## src/pfe_pkg.sv

```systemverilog
// shared types, codes and constants for the postfix expression evaluator
// no dependencies; imported by every module of the block
`default_nettype none

package pfe_pkg;

  localparam int STACK_DEPTH_DEF = 128;

  typedef struct packed {
    logic [7:0] char_code;
    logic       end_of_expr;
  } pfe_in_t;

  typedef struct packed {
    logic signed [31:0] value;
    logic [2:0]         status;
  } pfe_out_t;

  localparam logic [2:0] ST_OK      = 3'd0;
  localparam logic [2:0] ST_DELIM   = 3'd1;
  localparam logic [2:0] ST_UNDER   = 3'd2;
  localparam logic [2:0] ST_OVER    = 3'd3;
  localparam logic [2:0] ST_DIVZERO = 3'd4;

  localparam logic [7:0] CH_PLUS  = 8'h2B;
  localparam logic [7:0] CH_MINUS = 8'h2D;
  localparam logic [7:0] CH_STAR  = 8'h2A;
  localparam logic [7:0] CH_SLASH = 8'h2F;
  localparam logic [7:0] CH_CARET = 8'h5E;
  localparam logic [7:0] CH_SPACE = 8'h20;
  localparam logic [7:0] CH_COMMA = 8'h2C;
  localparam logic [7:0] CH_ZERO  = 8'h30;
  localparam logic [7:0] CH_NINE  = 8'h39;

  typedef enum logic [2:0] {
    ALU_ADD,
    ALU_SUB,
    ALU_MUL,
    ALU_DIV,
    ALU_POW
  } alu_op_t;

  // controller to datapath
  typedef struct packed {
    logic latch;
    logic acc_digit;
    logic clr_lit;
    logic delim_err;
    logic under_err;
    logic push_lit;
    logic rd_top;
    logic rd_second;
    logic load_t;
    logic alu_start;
    logic alu_wb;
    logic load_out;
  } pfe_cmd_t;

  // datapath to controller
  typedef struct packed {
    logic is_digit;
    logic is_delim;
    logic is_op;
    logic last;
    logic in_lit;
    logic err_set;
    logic sp_lt2;
    logic sp_zero;
    logic alu_done;
    logic out_busy;
  } pfe_stat_t;

endpackage

`default_nettype wire

```

## src/pfe_ctrl.sv

```systemverilog
// controller state machine: sequences decode, stack reads, alu and end of expression
// uses pfe_pkg
`default_nettype none

module pfe_ctrl (
  input  wire logic               clk,
  input  wire logic               rst,
  input  wire logic               item_valid,
  output logic                    item_ready,
  input  wire pfe_pkg::pfe_stat_t stat,
  output pfe_pkg::pfe_cmd_t       cmd
);
  import pfe_pkg::*;

  typedef enum logic [2:0] {
    S_IDLE,
    S_DECODE,
    S_RD_S,
    S_EXEC,
    S_WAIT,
    S_FIN,
    S_FIN_CHK,
    S_FIN_RD
  } state_t;

  state_t state, state_next;

  assign item_ready = (state == S_IDLE);

  always_comb begin
    cmd        = '0;
    state_next = state;
    case (state)
      S_IDLE: begin
        if (item_valid) begin
          cmd.latch  = 1'b1;
          state_next = S_DECODE;
        end
      end
      S_DECODE: begin
        state_next = stat.last ? S_FIN : S_IDLE;
        if (!stat.err_set) begin
          if (stat.is_digit) begin
            cmd.acc_digit = 1'b1;
          end else if (stat.in_lit) begin
            cmd.clr_lit = 1'b1;
            if (stat.is_delim) begin
              cmd.push_lit = 1'b1;
            end else begin
              cmd.delim_err = 1'b1;
            end
          end else if (stat.is_op) begin
            if (stat.sp_lt2) begin
              cmd.under_err = 1'b1;
            end else begin
              cmd.rd_top = 1'b1;
              state_next = S_RD_S;
            end
          end
        end
      end
      S_RD_S: begin
        cmd.load_t    = 1'b1;
        cmd.rd_second = 1'b1;
        state_next    = S_EXEC;
      end
      S_EXEC: begin
        cmd.alu_start = 1'b1;
        state_next    = S_WAIT;
      end
      S_WAIT: begin
        if (stat.alu_done) begin
          cmd.alu_wb = 1'b1;
          state_next = stat.last ? S_FIN : S_IDLE;
        end
      end
      S_FIN: begin
        // a literal still open at the end is pushed first
        if (!stat.err_set && stat.in_lit) begin
          cmd.push_lit = 1'b1;
        end
        state_next = S_FIN_CHK;
      end
      S_FIN_CHK: begin
        if (!stat.err_set && stat.sp_zero) begin
          cmd.under_err = 1'b1;
        end
        cmd.rd_top = 1'b1;
        state_next = S_FIN_RD;
      end
      S_FIN_RD: begin
        if (!stat.out_busy) begin
          cmd.load_out = 1'b1;
          state_next   = S_IDLE;
        end
      end
      default: begin
        state_next = S_IDLE;
      end
    endcase
  end

  always_ff @(posedge clk) begin
    if (rst) begin
      state <= S_IDLE;
    end else begin
      state <= state_next;
    end
  end

endmodule

`default_nettype wire

```

## config.mk

```make
export PLATFORM = sky130hd
export DESIGN_NAME = pfe_ctrl
export DESIGN_NICKNAME = d
export VERILOG_FILES = /design/src/pfe_pkg.sv /design/src/pfe_ctrl.sv
export SDC_FILE = /design/constraint.sdc
export NUM_CORES = 1
export LEC_CHECK = 0
export ABC_AREA = 1
export BUFFER_PORTS_ARGS = -buffer_cell sky130_fd_sc_hd__buf_2
export CORE_AREA = 2 2 39 41
export DETAILED_ROUTE_END_ITERATION = 10
export DIE_AREA = 0 0 41 43
export GPL_TIMING_DRIVEN = 0
export HOLD_SLACK_MARGIN = 0.08
export PLACE_DENSITY = 0.68
export SYNTH_ARGS = -nofsm -noshare
export SYNTH_HDL_FRONTEND = slang
export SYNTH_SLANG_ARGS = --single-unit
```

## constraint.sdc

```tcl
create_clock -name clk -period 2 [get_ports clk]
set_input_delay 0.2 -clock clk [delete_from_list [all_inputs] [get_ports clk]]
set_output_delay 0.2 -clock clk [all_outputs]
set_load 0.01 [all_outputs]
```

; Yosys cells after proc, flatten, opt, wreduce, memory -nomap -nowiden
; Cells that the tools add are included.
[totals]
output_inout_bits = 13
register_bits = 3
inputBits = 13
word_cells = 53
[op_classes]
muxes = 37
eq_ne = 10
n_reduce_logical = 5
[op_table]
columns = operator, n
row1 = $mux W3, 10
row2 = $pmux W3 S8, 1
row3 = $mux W1, 19
row4 = $eq A3 B3 Y1 const B, 4
row5 = $eq A3 B2 Y1 const B, 2
row6 = $mux W6, 1
row7 = $ne A2 B2 Y1 const B, 3
row8 = $pmux W1 S2, 3
row9 = $mux W5, 1
row10 = $mux W2, 2
row11 = $eq A3 B1 Y1 const B, 1
row12 = $logic_not A3 Y1, 1
row13 = $reduce_and A3 Y1, 1
row14 = $logic_and A1 B1 Y1, 2
row15 = $logic_not A1 Y1, 1

; Logic depth before layout (Yosys ltp)
[depth]
ltp_word = 7
ltp_mapped = 8
mapped_depth_nobuf = 8

; Worst setup path before layout
; No wires, ideal clock.
[synth_path]
path_type = flip-flop to output port
from = register state[0]
to = output cmd[6] (netlist name)
path_slack_ns = 0.740
path_stages_with_launch = 7
path_buffers = 0
arrival_ns = 1.060
cell_sequence = dfxtp_1 -> inv_2 -> nor2_4 -> nand2_2 -> nor3_2 -> nand3_1 -> o21ai_0
[synth_lines]
columns = element, line
row1 = "start, declared", pfe_ctrl.sv:26  ; state_t state, state_next;
row2 = "start signal, assigned", pfe_ctrl.sv:107  ; state <= state_next;
row3 = "end, declared", pfe_ctrl.sv:11  ; output pfe_pkg::pfe_cmd_t cmd

==> reports/metrics.yaml <==
die_h_um: 43
crit_family: "simple AND/OR/NAND/NOR gates"
drc_errors: 0
cts_setup_buffers: 0
grtUsageTotal: 0.1094
slew_violations: 0
finClkSkew_ns: 0.004641
worstPathRequired_ns: 1.80
top_register: "state"
place_ws_ns: 0.6842
wirelength_um: 953
cp-start-kind: "flip-flop"
layout_commonest_cell: "buf_2"
slowest_delay_ns: 0.37
cts_tree: "done"
overflow: 0
core_um2: 1384
diodes: 0
io_buffers: 25
netlist_area_um2: 347.8
crit_path_max_fanout: 8
irDropWorstVdd_v: 0.0002537
cts_buffers: 3
reg_top3: "state x3"
gp_congestion: 0.7186
r2r_end: "state[1]"
min_path_type: "primary input to flip-flop"
slew_headroom: 0.8002
antenna_left: 0
tns_ns: 0
clock_latency_ns: 0.23
min_from: "rst"
postPlaceCellArea_um2: 493.0
start_util: 0.2514
min_to: "state[2]"
crit_type: "flip-flop to output port"
worstSetupEndpointType: "output port"
setup_viol: 0
dp_hpwl_um: 802.9
area_delta_synth_final_pct: 49.28
ctsRootBufferMaster: "clkbuf_4"
drv_cap: 0
hold_viol: 0
r2r_cells: 7
vias: 497
p_per_area_nw_per_um2: 530.7
layout_min_cycle_time_ns: 1.551
p_leak_nw: 0.3222
worst_pin_slew_ns: 0.2992
ys_seq_area_frac: 0.1727
ctsLongestPathBuffers: 2
r2r-start: "state[0]"
fmax_mhz: 644.9
routedWlPerCell_um: 8.824
hold-path-cell-count: 2
status: "finished, final reports clean"
clk_pin_slew_ns: 0.04
crit_slowest_cell: "dfxtp_1"
arrival_ns: 1.35
cts_num_sinks: 3
synth.avg_cell_area_um2: 5.521
largest_reg_flops: 3
hold_buffers: 0
ys_types: 19
crit_buf_inv: 2
rows: 14
fp.dieW_um: 41
syn_inst: 63
ios: 26
antenna_found_initial: 0
routed_via_density: 4.602
ys_warn_count: 0
r2r_setup_slack_ns: 0.83
fin_nets: 106
dr.pass1.iters: 4
crit_chain: "inv_2 -> nor2_4 -> nand2_2 -> or2_1 -> nand2_1 -> buf_2"
layout-drive-gt1-share: 0.3804
cts.repair.resized: 0
grt_pass1_vias: 371
htree_levels: 1
syn_nets: 76
dieArea_um2: 1763
rsz0062_at_grt: "no"
grt_first_pass_wirelength_um: 1324
fin_area_um2: 519.2
grt_max_degree: 9
drt_iter0_drc: 11
layout_common_cells: "25 x buf_2, 13 x nand2_1, 11 x inv_1, 9 x nor2_1, 7 x nand3_1"
worst_slack_ns: 0.4494
post-route-period-util: 0.7753
ys_ff_latch: 3
## stage by stage
| stage | cells | total power (W) | utilization | hold WS, ns |
|---|---|---|---|---|
| 2_1_floorplan | 63 | 0.0001356 | - | 0.2691 |
| 3_3_place_gp | 104 | 0.0001694 | 0.3562 | 0.3926 |
| 3_5_place_dp | 104 | 0.0001723 | 0.3562 | 0.3893 |
| 4_1_cts | 108 | 0.0002827 | 0.3752 | 0.1404 |
| 5_1_grt | 108 | 0.0003016 | 0.3752 | 0.1446 |
| 6_report | 108 | 0.0002756 | 0.3752 | 0.1470 |
## Yosys cell counts
cell type / n / area [um2]
nor3_2: 1 / 10.01
nor4_1: 2 / 12.51
o22ai_1: 1 / 6.260
inv_1: 11 / 41.29
nand3b_1: 1 / 7.510
dfxtp_1: 3 / 60.06
o21ai_0: 1 / 5.000
nand2_1: 13 / 48.80
o31ai_1: 1 / 7.510
nor2_4: 1 / 11.26
nand3_1: 7 / 35.03
inv_2: 2 / 7.510
or2_1: 1 / 6.260
nand4_1: 4 / 25.02
nor2_1: 9 / 33.78
buf_4: 1 / 7.510
nor2_2: 1 / 6.260
a21oi_1: 2 / 10.01
nand2_2: 1 / 6.260
## area by class of cell
type	count	area [um2]
fillers	163	864.6
plain buffers	1	7.507
clock buffers	4	26.28
flip-flops and latches	3	60.06
repair buffers	25	125.1
well taps	16	20.02
inverters	13	48.80
multi-input cells	46	231.5
## cells by family (layout without fill, tap and decap cells)
| group | count (synthesis) | after routing | synth area share |
|---|---|---|---|
| buffers and inverters | 14 | 43 | 0.1619 |
| and+or+nand+nor | 41 | 41 | 0.5827 |
| AOI/OAI and AO/OA | 5 | 5 | 0.08274 |
| DFF | 3 | 3 | 0.1727 |
## worst max-delay path by stage
stage             start  endpoint  slack (ns)  cells past startpoint
2_1_floorplan  state[0]    cmd[6]        0.74                      6
4_1_cts        state[0]    cmd[5]        0.44                      6
3_3_place_gp   state[0]    cmd[5]        0.70                      6
5_1_grt        state[0]    cmd[5]        0.33                      6
6_report       state[0]    cmd[5]        0.45                      6
3_5_place_dp   state[0]    cmd[5]        0.68                      6
## report_power, final
part	switching [W]	internal [W]	total [W]
Sequential	0.00000796	0.0000657	0.0000737
Clock	0.0000308	0.0000747	0.000106
Combinational	0.0000585	0.0000379	0.0000963
Total	0.0000972	0.000178	0.000276
## layer usage
| metal | vias to the layer above | wire length [um] | track usage |
|---|---|---|---|
| met5 | - | 0 | 0 |
| met4 | 0 | 0 | 0.06000 |
| met3 | 0 | 106 | 0.03141 |
| met2 | 19 | 426 | 0.1750 |
| met1 | 211 | 420 | 0.1222 |
| li1 | 267 | - | - |
No activity file was read; power rests on OpenSTA's default activity.
